--- config.mk ---
export PLATFORM = sky130hd
export DESIGN_NAME = sensor_duty_cycle_upload_gate
export DESIGN_NICKNAME = d
export VERILOG_FILES = /design/src/hdl/sdcug_pkg.sv /design/src/hdl/sensor_duty_cycle_upload_gate.sv /design/src/hdl/sdcug_sec_div.sv
export SDC_FILE = /design/constraint.sdc
export NUM_CORES = 2
export LEC_CHECK = 0
export BUFFER_PORTS_ARGS = -buffer_cell sky130_fd_sc_hd__buf_4
export CORE_MARGIN = 8
export CORE_UTILIZATION = 60
export CTS_CLUSTER_SIZE = 16
export DETAILED_ROUTE_END_ITERATION = 12
export PLACE_DENSITY_LB_ADDON = 0.05
export SLEW_MARGIN = 20
export SYNTH_ARGS = -nofsm -noshare
export SYNTH_HDL_FRONTEND = slang
export SYNTH_HIERARCHICAL = 1
export SYNTH_SLANG_ARGS = --single-unit
--- constraint.sdc ---
create_clock -name aclk -period 14.8 [get_ports aclk]
set_input_delay 0 -clock aclk [delete_from_list [all_inputs] [get_ports aclk]]
set_output_delay 0 -clock aclk [all_outputs]
set_load 0.005 [all_outputs]
--- src/hdl/sdcug_pkg.sv ---
// Shared types and constants for the sensor duty-cycle / upload gate.
// No dependencies.
package sdcug_pkg;

    localparam int unsigned REG_W   = 27;   // width of the millisecond registers
    localparam int unsigned CLK_W   = 32;   // wrapping millisecond clock
    localparam int unsigned ADV_W   = 10;
    localparam int unsigned CNT_W   = 17;
    localparam int unsigned CFG_A_W = 3;

    // Register map
    typedef enum logic [CFG_A_W-1:0] {
        REG_WAKE_MS      = 3'd0,
        REG_SLEEP_MS     = 3'd1,
        REG_SETTLE_MS    = 3'd2,
        REG_SEND_GAP_MS  = 3'd3,
        REG_ICON_HOLD_MS = 3'd4,
        REG_INIT_MODE    = 3'd5,
        REG_INIT_MUTED   = 3'd6
    } sdcug_reg_t;

    localparam logic [REG_W-1:0] WAKE_MS_RST      = 27'd30000;
    localparam logic [REG_W-1:0] SLEEP_MS_RST     = 27'd270000;
    localparam logic [REG_W-1:0] SETTLE_MS_RST    = 27'd20000;
    localparam logic [REG_W-1:0] SEND_GAP_MS_RST  = 27'd60000;
    localparam logic [REG_W-1:0] ICON_HOLD_MS_RST = 27'd2000;

    // ms -> s: drop 3 low bits (divide by 8), then divide by 125 through a
    // reciprocal: q = (x * ceil(2^31/125)) >> 31, exact for x < 2^24.
    localparam int unsigned     DIV_IN_W  = REG_W - 3;        // 24
    localparam int unsigned     DIV_MUL_W = 25;
    localparam int unsigned     DIV_SHIFT = 31;
    localparam int unsigned     DIV_PROD_W = DIV_IN_W + DIV_MUL_W;
    localparam int unsigned     DIV_Q_W   = DIV_PROD_W - DIV_SHIFT;  // 18
    localparam logic [DIV_MUL_W-1:0] DIV_MUL = 25'd17179870;
    localparam logic [CNT_W-1:0] COUNT_MAX = 17'd131071;

    // Per-item status flags carried down the result pipeline
    typedef struct packed {
        logic mode_now;
        logic muted;
        logic sensor_awake;
        logic wake_cmd;
        logic sleep_cmd;
        logic send_now;
        logic data_fresh;
        logic show_icon;
    } sdcug_flags_t;

endpackage

--- src/hdl/sensor_duty_cycle_upload_gate.sv ---
// Sensor duty-cycle and upload gate, top level. Uses sdcug_pkg, sdcug_sec_div.
// Pipeline: each accepted item passes the input register, then the state/compare
// stage into the middle register, then the seconds-divide stage into the result
// register. One item per cycle while the output is not stalled; all loop state
// updates in the single compare stage. Stalls propagate back through the stages.
// Reset (aresetn, sync, active low): clock and timestamps 0, sensor awake,
// fresh/mode/mute flips cleared, config registers at their defaults.
module sensor_duty_cycle_upload_gate
    import sdcug_pkg::*;
(
    input  logic               aclk,
    input  logic               aresetn,

    // config write port
    input  logic               cfg_wr_en,
    input  logic [CFG_A_W-1:0] cfg_addr,
    input  logic [REG_W-1:0]   cfg_wr_data,

    // input item
    input  logic               s_valid,
    output logic               s_ready,
    input  logic [ADV_W-1:0]   s_advance_ms,
    input  logic               s_short_press,
    input  logic               s_long_press,
    input  logic               s_reading_ok,
    input  logic               s_link_up,

    // result item
    output logic               m_valid,
    input  logic               m_ready,
    output logic               m_mode_now,
    output logic               m_muted,
    output logic               m_sensor_awake,
    output logic               m_wake_cmd,
    output logic               m_sleep_cmd,
    output logic               m_send_now,
    output logic               m_data_fresh,
    output logic               m_show_icon,
    output logic [CNT_W-1:0]   m_countdown_s
);

    // ---------------- configuration registers ----------------
    logic [REG_W-1:0] wake_ms_reg, sleep_ms_reg, settle_ms_reg;
    logic [REG_W-1:0] send_gap_ms_reg, icon_hold_ms_reg;
    logic             init_mode_reg, init_muted_reg;

    always_ff @(posedge aclk) begin
        if (!aresetn) begin
            wake_ms_reg      <= WAKE_MS_RST;
            sleep_ms_reg     <= SLEEP_MS_RST;
            settle_ms_reg    <= SETTLE_MS_RST;
            send_gap_ms_reg  <= SEND_GAP_MS_RST;
            icon_hold_ms_reg <= ICON_HOLD_MS_RST;
            init_mode_reg    <= 1'b0;
            init_muted_reg   <= 1'b0;
        end else if (cfg_wr_en) begin
            unique case (cfg_addr)
                REG_WAKE_MS:      wake_ms_reg      <= cfg_wr_data;
                REG_SLEEP_MS:     sleep_ms_reg     <= cfg_wr_data;
                REG_SETTLE_MS:    settle_ms_reg    <= cfg_wr_data;
                REG_SEND_GAP_MS:  send_gap_ms_reg  <= cfg_wr_data;
                REG_ICON_HOLD_MS: icon_hold_ms_reg <= cfg_wr_data;
                REG_INIT_MODE:    init_mode_reg    <= cfg_wr_data[0];
                REG_INIT_MUTED:   init_muted_reg   <= cfg_wr_data[0];
                default: ;  // unmapped index: ignored
            endcase
        end
    end

    // ---------------- pipeline handshake ----------------
    // Stage 0: input register. Stage 1: flags + ms left. Stage 2: result reg.
    logic in_valid_reg, mid_valid_reg, out_valid_reg;
    logic adv0, adv1, adv2;

    assign adv2    = !out_valid_reg || m_ready;
    assign adv1    = !mid_valid_reg || adv2;
    assign adv0    = !in_valid_reg  || adv1;
    assign s_ready = adv0;

    // item fires through the state stage this cycle
    logic fire1;
    assign fire1 = in_valid_reg && adv1;

    always_ff @(posedge aclk) begin
        if (!aresetn) begin
            in_valid_reg  <= 1'b0;
            mid_valid_reg <= 1'b0;
            out_valid_reg <= 1'b0;
        end else begin
            if (adv0) in_valid_reg  <= s_valid;
            if (adv1) mid_valid_reg <= in_valid_reg;
            if (adv2) out_valid_reg <= mid_valid_reg;
        end
    end

    // ---------------- stage 0: input register ----------------
    logic [ADV_W-1:0] adv_ms_reg;
    logic             short_reg, long_reg, rd_ok_reg, link_reg;

    always_ff @(posedge aclk) begin
        if (adv0 && s_valid) begin
            adv_ms_reg <= s_advance_ms;
            short_reg  <= s_short_press;
            long_reg   <= s_long_press;
            rd_ok_reg  <= s_reading_ok;
            link_reg   <= s_link_up;
        end
    end

    // ---------------- loop state ----------------
    logic [CLK_W-1:0] clock_ms_reg, phase_start_reg, last_send_reg, icon_start_reg;
    logic             awake_reg, fresh_reg, mode_flip_reg, mute_flip_reg;

    logic [CLK_W-1:0] clock_ms_next, phase_start_next, last_send_next, icon_start_next;
    logic             awake_next, fresh_next, mode_flip_next, mute_flip_next;

    logic [CLK_W-1:0] elapsed, el_left, since_icon, since_send;
    logic [CLK_W-1:0] limit;
    logic [REG_W-1:0] left_ms;
    logic             mode;
    sdcug_flags_t     flags;

    always_comb begin
        clock_ms_next    = clock_ms_reg + CLK_W'(adv_ms_reg);
        phase_start_next = phase_start_reg;
        last_send_next   = last_send_reg;
        icon_start_next  = icon_start_reg;
        awake_next       = awake_reg;
        fresh_next       = fresh_reg;
        mode_flip_next   = mode_flip_reg ^ short_reg;
        mute_flip_next   = mute_flip_reg ^ long_reg;
        flags            = '0;

        // short press restarts the wake period whatever the new mode
        if (short_reg) begin
            awake_next       = 1'b1;
            phase_start_next = clock_ms_next;
            fresh_next       = 1'b0;
            flags.wake_cmd   = 1'b1;
        end

        mode    = init_mode_reg ^ mode_flip_next;
        elapsed = clock_ms_next - phase_start_next;

        if (!mode) begin
            // active: any good frame counts
            if (rd_ok_reg) fresh_next = 1'b1;
        end else if (awake_next) begin
            if (rd_ok_reg && (elapsed > CLK_W'(settle_ms_reg))) fresh_next = 1'b1;
            // wake period over: sleep (may coincide with a short-press wake)
            if (elapsed >= CLK_W'(wake_ms_reg)) begin
                flags.sleep_cmd  = 1'b1;
                awake_next       = 1'b0;
                phase_start_next = clock_ms_next;
                fresh_next       = 1'b0;
            end
        end else begin
            if (elapsed >= CLK_W'(sleep_ms_reg)) begin
                flags.wake_cmd   = 1'b1;
                awake_next       = 1'b1;
                phase_start_next = clock_ms_next;
            end
        end

        // icon test uses the timestamp from before this item's send
        since_icon      = clock_ms_next - icon_start_reg;
        flags.show_icon = since_icon < CLK_W'(icon_hold_ms_reg);

        // ms left in the current period; limit fits in 27 bits so left does too
        limit   = awake_next ? CLK_W'(wake_ms_reg) : CLK_W'(sleep_ms_reg);
        el_left = clock_ms_next - phase_start_next;
        if (mode && (el_left <= limit)) begin
            left_ms = REG_W'(limit - el_left);
        end else begin
            left_ms = '0;
        end

        // upload gate: strict greater-than on the send gap
        since_send = clock_ms_next - last_send_reg;
        if (link_reg && fresh_next && (since_send > CLK_W'(send_gap_ms_reg))) begin
            flags.send_now  = 1'b1;
            last_send_next  = clock_ms_next;
            icon_start_next = clock_ms_next;
            fresh_next      = 1'b0;
        end

        flags.mode_now     = mode;
        flags.muted        = init_muted_reg ^ mute_flip_next;
        flags.sensor_awake = awake_next;
        flags.data_fresh   = fresh_next;
    end

    always_ff @(posedge aclk) begin
        if (!aresetn) begin
            clock_ms_reg    <= '0;
            phase_start_reg <= '0;
            last_send_reg   <= '0;
            icon_start_reg  <= '0;
            awake_reg       <= 1'b1;
            fresh_reg       <= 1'b0;
            mode_flip_reg   <= 1'b0;
            mute_flip_reg   <= 1'b0;
        end else if (fire1) begin
            clock_ms_reg    <= clock_ms_next;
            phase_start_reg <= phase_start_next;
            last_send_reg   <= last_send_next;
            icon_start_reg  <= icon_start_next;
            awake_reg       <= awake_next;
            fresh_reg       <= fresh_next;
            mode_flip_reg   <= mode_flip_next;
            mute_flip_reg   <= mute_flip_next;
        end
    end

    // ---------------- stage 1 register ----------------
    sdcug_flags_t     mid_flags_reg;
    logic [REG_W-1:0] mid_left_reg;

    always_ff @(posedge aclk) begin
        if (fire1) begin
            mid_flags_reg <= flags;
            mid_left_reg  <= left_ms;
        end
    end

    // ---------------- stage 2: seconds divide, result register ----------------
    logic [CNT_W-1:0] count_s;

    sdcug_sec_div u_sec_div (
        .left_ms (mid_left_reg),
        .count_s (count_s)
    );

    sdcug_flags_t     out_flags_reg;
    logic [CNT_W-1:0] out_count_reg;

    always_ff @(posedge aclk) begin
        if (adv2 && mid_valid_reg) begin
            out_flags_reg <= mid_flags_reg;
            out_count_reg <= count_s;
        end
    end

    assign m_valid        = out_valid_reg;
    assign m_mode_now     = out_flags_reg.mode_now;
    assign m_muted        = out_flags_reg.muted;
    assign m_sensor_awake = out_flags_reg.sensor_awake;
    assign m_wake_cmd     = out_flags_reg.wake_cmd;
    assign m_sleep_cmd    = out_flags_reg.sleep_cmd;
    assign m_send_now     = out_flags_reg.send_now;
    assign m_data_fresh   = out_flags_reg.data_fresh;
    assign m_show_icon    = out_flags_reg.show_icon;
    assign m_countdown_s  = out_count_reg;

endmodule

--- src/hdl/sdcug_sec_div.sv ---
// Milliseconds-left to whole seconds, saturated to the countdown width.
// Depends on sdcug_pkg.
module sdcug_sec_div
    import sdcug_pkg::*;
(
    input  logic [REG_W-1:0] left_ms,
    output logic [CNT_W-1:0] count_s
);

    logic [DIV_IN_W-1:0]   x8;
    logic [DIV_PROD_W-1:0] prod;
    logic [DIV_Q_W-1:0]    quot;

    assign x8   = left_ms[REG_W-1:3];
    assign prod = DIV_PROD_W'(x8) * DIV_PROD_W'(DIV_MUL);
    assign quot = prod[DIV_PROD_W-1:DIV_SHIFT];

    always_comb begin
        if (quot > DIV_Q_W'(COUNT_MAX)) begin
            count_s = COUNT_MAX;
        end else begin
            count_s = quot[CNT_W-1:0];
        end
    end

endmodule
Word level (Yosys, flattened, before mapping)

Cells that the tools add are included.

Register bits after elaboration: 314
Output and inout port bits: 27
Bits of input ports: 49
Word-level logic and storage cells: 111

Muxes and demuxes: 25
Equality and inequality tests: 6
Bitwise operators: 4
Order comparisons: 7
Multiply operators: 1
Reductions and logical operators: 23
$add $sub $neg: 5

Operators with widths:

| cell                                                  | number |
|---|---|
| 2-to-1 mux 32 bit                                     | 5 |
| subtractor 32 bit                                     | 3 |
| >= comparator 32 x 27 -> 1 bit                        | 2 |
| > comparator 32 x 27 -> 1 bit                         | 2 |
| multiplier 24 x 24 -> 48 bit (second input constant)  | 1 |
| adder 32 x 10 -> 32 bit                               | 1 |
| less-or-equal comparator 32 x 27 -> 1 bit             | 1 |
| less-than comparator 32 x 27 -> 1 bit                 | 1 |
| 2-to-1 mux 27 bit                                     | 1 |
| subtractor 27 bit                                     | 1 |
| > comparator 18 x 17 -> 1 bit (second input constant) | 1 |
| 2-to-1 mux 1 bit                                      | 18 |
| AND reduction 2 bit                                   | 9 |
| == test 3 bit (second input constant)                 | 3 |
| logical AND 1 bit                                     | 7 |
| == test 3 x 2 -> 1 bit (second input constant)        | 2 |
| bitwise XOR 1 bit                                     | 4 |
| == test 3 x 1 -> 1 bit (second input constant)        | 1 |
| zero test 1 bit                                       | 3 |
| zero test 3 bit                                       | 1 |
| logical OR 1 bit                                      | 3 |
| 2-to-1 mux 2 bit                                      | 1 |

Depth between registers and ports, before layout

Depth after elaboration: 12
Gate-level depth with buffers: 66
Depth with buffers taken out: 62

By module

The synthesis kept the hierarchy.

By module, submodules not included:

| module                        | cells each | area an instance (µm²) | times used | seq. area each (µm²) |
|---|---|---|---|---|
| sensor_duty_cycle_upload_gate | 2950       | 23697.7                | 1          | 7026.7 |
| sdcug_sec_div                 | 1033       | 9527.9                 | 1          | 0.0 |

Least setup slack after synthesis

Ideal clock, no wire load.

Kind: reg-to-reg
From: reg adv_ms_reg[0]
To: reg mid_left_reg[21] (data pin)
Data arrival time: 11013 ps
Path buffers: 3
Clock period less this slack: 11170 ps
Stages on the path, launching flop included: 63
Setup slack: 3630 ps
Required time: 14643 ps
Library setup time: 157 ps
Cell sequence: edfxtp_1 ha_1 inv_1 fa_1 nor2b_1 o21ai_0 a21oi_1 o21ai_0 a21oi_1 o21ai_0 a21o_1 a21boi_0 xor2_1 mux2i_1 ha_1 nand3_1 nor2_1 nand2_1 [27 not listed] nor2b_1 o21a_1 nor2_1 xnor2_1 inv_1 ha_1 a21o_1 a21oi_1 nor2_1 o21a_1 o21ai_0 nand2b_1 a221oi_1 o311a_1 o311a_1 nand3_1 clkbuf_1 nor3_1

Longest elaborated chain between the ends: 10
Elaborated cells on any way between the ends: 18
Those cells by class: 4 x add/sub; 3 x order compare; 10 x mux; 1 x reduce/logical

Ends and longest elaborated chain:

| element                                                  | RTL line                                                                   | source |
|---|---|---|
| start, declared                                          | sensor_duty_cycle_upload_gate.sv:97                                        | `logic [ADV_W-1:0] adv_ms_reg;` |
| start signal, assigned                                   | sensor_duty_cycle_upload_gate.sv:102                                       | `adv_ms_reg <= s_advance_ms;` |
| adder 32 x 10 -> 32 bit *                                | sensor_duty_cycle_upload_gate.sv:124                                       | `clock_ms_next = clock_ms_reg + CLK_W'(adv_ms_reg);` |
| via clock_ms_next[14]                                    | sensor_duty_cycle_upload_gate.sv:114                                       | `logic [CLK_W-1:0] clock_ms_next, phase_start_next, last_send_next, icon_start_next;` |
| 2-to-1 mux 32 bit                                        | sensor_duty_cycle_upload_gate.sv:135                                       | `if (short_reg) begin` |
| subtractor 32 bit *                                      | sensor_duty_cycle_upload_gate.sv:143                                       | `elapsed = clock_ms_next - phase_start_next;` |
| >= comparator 32 x 27 -> 1 bit, on equally long branches | sensor_duty_cycle_upload_gate.sv:158, sensor_duty_cycle_upload_gate.sv:151 |  |
| 2-to-1 mux 32 bit, on equally long branches              | sensor_duty_cycle_upload_gate.sv:158, sensor_duty_cycle_upload_gate.sv:151 |  |
| 2-to-1 mux 32 bit *                                      | sensor_duty_cycle_upload_gate.sv:148                                       | `end else if (awake_next) begin` |
| 2-to-1 mux 32 bit *                                      | sensor_duty_cycle_upload_gate.sv:145                                       | `if (!mode) begin` |
| via phase_start_next[1]                                  | sensor_duty_cycle_upload_gate.sv:114                                       |  |
| subtractor 32 bit *                                      | sensor_duty_cycle_upload_gate.sv:171                                       | `el_left = clock_ms_next - phase_start_next;` |
| less-or-equal comparator 32 x 27 -> 1 bit                | sensor_duty_cycle_upload_gate.sv:172                                       | `if (mode && (el_left <= limit)) begin` |
| logical AND 1 bit                                        | sensor_duty_cycle_upload_gate.sv:172                                       |  |
| end signal, assigned                                     | sensor_duty_cycle_upload_gate.sv:222                                       | `mid_left_reg <= left_ms;` |
| end, declared                                            | sensor_duty_cycle_upload_gate.sv:217                                       | `logic [REG_W-1:0] mid_left_reg;` |

The timed path passes the listed nets; every way through them passes the cells marked *.
A chain may end at the register's enable or synchronous reset.

Worst setup path after layout

From: reg adv_ms_reg[0]
To: reg mid_left_reg[14] (data pin)

Longest elaborated chain between the ends: 10
Elaborated cells on any way between the ends: 18
Those cells by class: 4 x add/sub; 3 x order compare; 10 x mux; 1 x reduce/logical

Ends and longest elaborated chain:

| element                                                       | RTL line                                                                   | source |
|---|---|---|
| adder 32 x 10 -> 32 bit *                                     | sensor_duty_cycle_upload_gate.sv:124                                       |  |
| via clock_ms_next[14]                                         | sensor_duty_cycle_upload_gate.sv:114                                       |  |
| 2-to-1 mux 32 bit                                             | sensor_duty_cycle_upload_gate.sv:135                                       |  |
| subtractor 32 bit                                             | sensor_duty_cycle_upload_gate.sv:143                                       |  |
| >= comparator 32 x 27 -> 1 bit, on equally long branches      | sensor_duty_cycle_upload_gate.sv:158, sensor_duty_cycle_upload_gate.sv:151 |  |
| 2-to-1 mux 32 bit, or another cell as far along               | sensor_duty_cycle_upload_gate.sv:158                                       | `if (elapsed >= CLK_W'(sleep_ms_reg)) begin` |
| 2-to-1 mux 32 bit / 2-to-1 mux 1 bit (equally long branches)  | sensor_duty_cycle_upload_gate.sv:148                                       |  |
| 2-to-1 mux 32 bit / 2-to-1 mux 1 bit (equally long branches)  | sensor_duty_cycle_upload_gate.sv:145                                       |  |
| subtractor 32 bit / 2-to-1 mux 27 bit (equally long branches) | sensor_duty_cycle_upload_gate.sv:171, sensor_duty_cycle_upload_gate.sv:170 |  |
| less-or-equal comparator 32 x 27 -> 1 bit                     | sensor_duty_cycle_upload_gate.sv:172                                       |  |
| logical AND 1 bit                                             | sensor_duty_cycle_upload_gate.sv:172                                       |  |

Marked as above.

==> impl_metrics.json <==
{
  "ys_warn_count": 6,
  "insertion_delay_ns": 0.59,
  "peakVddDrop_mv": 0.244,
  "post_cts_buffers": 0,
  "cts_root_buf": "clkbuf_16",
  "reg2reg_depth": 60,
  "cts.sinks": 311,
  "tightest_slew_ns": 1.13,
  "setup-tns-final_ns": 0,
  "hold_class": "input pin to register",
  "drv_slew": 0,
  "grt_first_pass_wirelength_mm": 146,
  "start_kind": "register",
  "stdcell_count": 4782,
  "critPathKind": "register to register",
  "drive_gt1_frac": 0.0589,
  "maxCapViolations": 0,
  "h-tree-depth": 2,
  "fp.dieArea_mm2": 0.0630,
  "finalSetupViolCount": 0,
  "cts_tree": "done",
  "cp_slowest_cell": "xor2_1",
  "clock_path_buffers": 3,
  "grt_max_degree": 84,
  "drt_wl_total_mm": 92.0,
  "portBuffers": 75,
  "cp.arrival_ns": 13.94,
  "worstReg2RegEnd": "mid_left_reg[14]",
  "coreArea_mm2": 0.0549,
  "grt.total_usage": 0.289,
  "leakage_nw": 17.5,
  "n_antenna_cell": 0,
  "numPlacedInstances": 4662,
  "critPathLaunch": "adv_ms_reg[0]",
  "period_needed_ns": 13.55,
  "period_share": 0.915,
  "postRouteAntennaNets": 0,
  "p_per_area_mw_per_mm2": 163,
  "slowest_delay_ns": 0.62,
  "cp_data_required_time_ns": 15.19,
  "cp-end-kind": "register",
  "path_max_fanout": 24,
  "slew_headroom": 0.245,
  "fmax_ghz": 0.0738,
  "vias_per_cell": 5.77,
  "hold_viol": 0,
  "numCtsBuffers": 38,
  "fillers": 4808,
  "drc": 0,
  "rrSetupSlack_ns": 1.25,
  "via_count": 27600,
  "hold_path_startpoint": "s_reading_ok",
  "grt_pass1_vias": 26800,
  "whs_path_depth": 2,
  "die_y_um": 251,
  "wl_per_cell_um": 19.2,
  "antenna_found_initial": 0,
  "num_rows": 86,
  "synthCells": 3976,
  "synth_area_mm2": 0.0331,
  "drtIter0Drc": 1723,
  "status": "complete, no violations",
  "crit_path_frequent_cell": "o21ai_0",
  "clk_pin_slew_ns": 0.06,
  "gr-total-overflow": 0,
  "avgSynthCellArea_um2": 8.33,
  "dr.pass1.iters": 6,
  "ios": 76,
  "syn2layout_area_growth_pct": 9.28,
  "rsz0062_at_grt": "false",
  "die_w_um": 251,
  "final_net_count": 4821,
  "synth_fp_nets": 4748,
  "min_to": "rd_ok_reg",
  "post-dp-hpwl_mm": 72.8,
  "reg2reg_from": "adv_ms_reg[0]",
  "final.setup_skew_ns": 0.0296,
  "start_util": 0.603,
  "finalWeightedCongestion": 0.968
}
[how the worst max path moves through the flow]
stage / slack (ns) / cells after the start / endpoint
detailed placement: 1.14 / 60 / mid_left_reg[14]
global placement: 1.41 / 60 / mid_left_reg[19]
CTS: 1.03 / 60 / mid_left_reg[7]
global route: 0.02 / 59 / mid_left_reg[7]
finish: 1.25 / 60 / mid_left_reg[14]
floorplan: 3.65 / 62 / mid_left_reg[21]
[worst max-delay path: cells and delay by family (launching register included)]
| kind | cells | cell delay (ns) |
|---|---|---|
| compound gates | 32 | 6.30 |
| xor+xnor | 3 | 1.19 |
| fa+ha+maj | 6 | 2.11 |
| buf+inv | 4 | 0.61 |
| flops | 1 | 0.33 |
| mux | 2 | 0.55 |
| simple gates | 13 | 2.24 |
[cells in the final DEF (no fill, tap or decap), types with 42 or more instances in the layout]
cell and count:
nor2_1 225, xor2_1 62, a21oi_1 316, a21o_1 143, fa_1 180, inv_1 627, dfxtp_1 240, nor2b_1 42
buf_4 107, o21ai_0 151, nand2_1 443, nand3_1 57, nand4_1 48, o21a_1 44, dlygate4sd3_1 51, ha_1 543
xnor2_1 90, mux2i_1 75, nor3_1 47, edfxtp_1 71, o211ai_1 47
[layout make-up]
| cell class | instances | area, um^2 | area share |
|---|---|---|---|
| inverter | 630 | 2370 | 0.0654 |
| clock buffer | 52 | 1120 | 0.0308 |
| timing repair buffer | 158 | 1310 | 0.0363 |
| clock inverter | 17 | 240 | 0.00664 |
| multi-input combinational | 2910 | 23300 | 0.645 |
| sequential | 311 | 6940 | 0.192 |
| tap | 704 | 881 | 0.0243 |
[timing repair]
| item | in CTS | in global routing |
|---|---|---|
| endpoints found under the hold margin | 175 | 0 |
| hold buffers | 51 | 0 |
| setup endpoints to repair | 0 | 24 |
| gates resized for setup | 0 | 1 |
[per-layer routing]
metal | part of all wire | vias up | global-route usage
met5 | 0 | - | 0
met4 | 0.050 | 0 | 0.134
met3 | 0.056 | 200 | 0.0397
met2 | 0.47 | 777 | 0.487
met1 | 0.43 | 13000 | 0.367
li1 | - | 13700 | -
[power breakdown]
part	total, mW	switching (mW)	internal [mW]
Clock	1.01	0.404	0.605
Combinational	3.92	2.34	1.58
Sequential	0.968	0.0311	0.937
Total	5.90	2.78	3.12
[per-stage QoR]
| step | total power, mW | cell area, um^2 | setup slack (ns) | util | hold WS, ns |
|---|---|---|---|---|---|
| after floorplan | 3.87 | 33100 | 3.65 | - | 0.0989 |
| after global placement | 4.83 | 34300 | 1.41 | 0.625 | 0.178 |
| after detailed placement | 4.87 | 34300 | 1.14 | 0.625 | 0.179 |
| after CTS | 5.92 | 36200 | 1.03 | 0.659 | 0.111 |
| after global routing | 6.46 | 36200 | 0.0156 | 0.659 | 0.136 |
| final | 5.90 | 36200 | 1.25 | 0.659 | 0.142 |
Power figures use the tool's default switching activity.
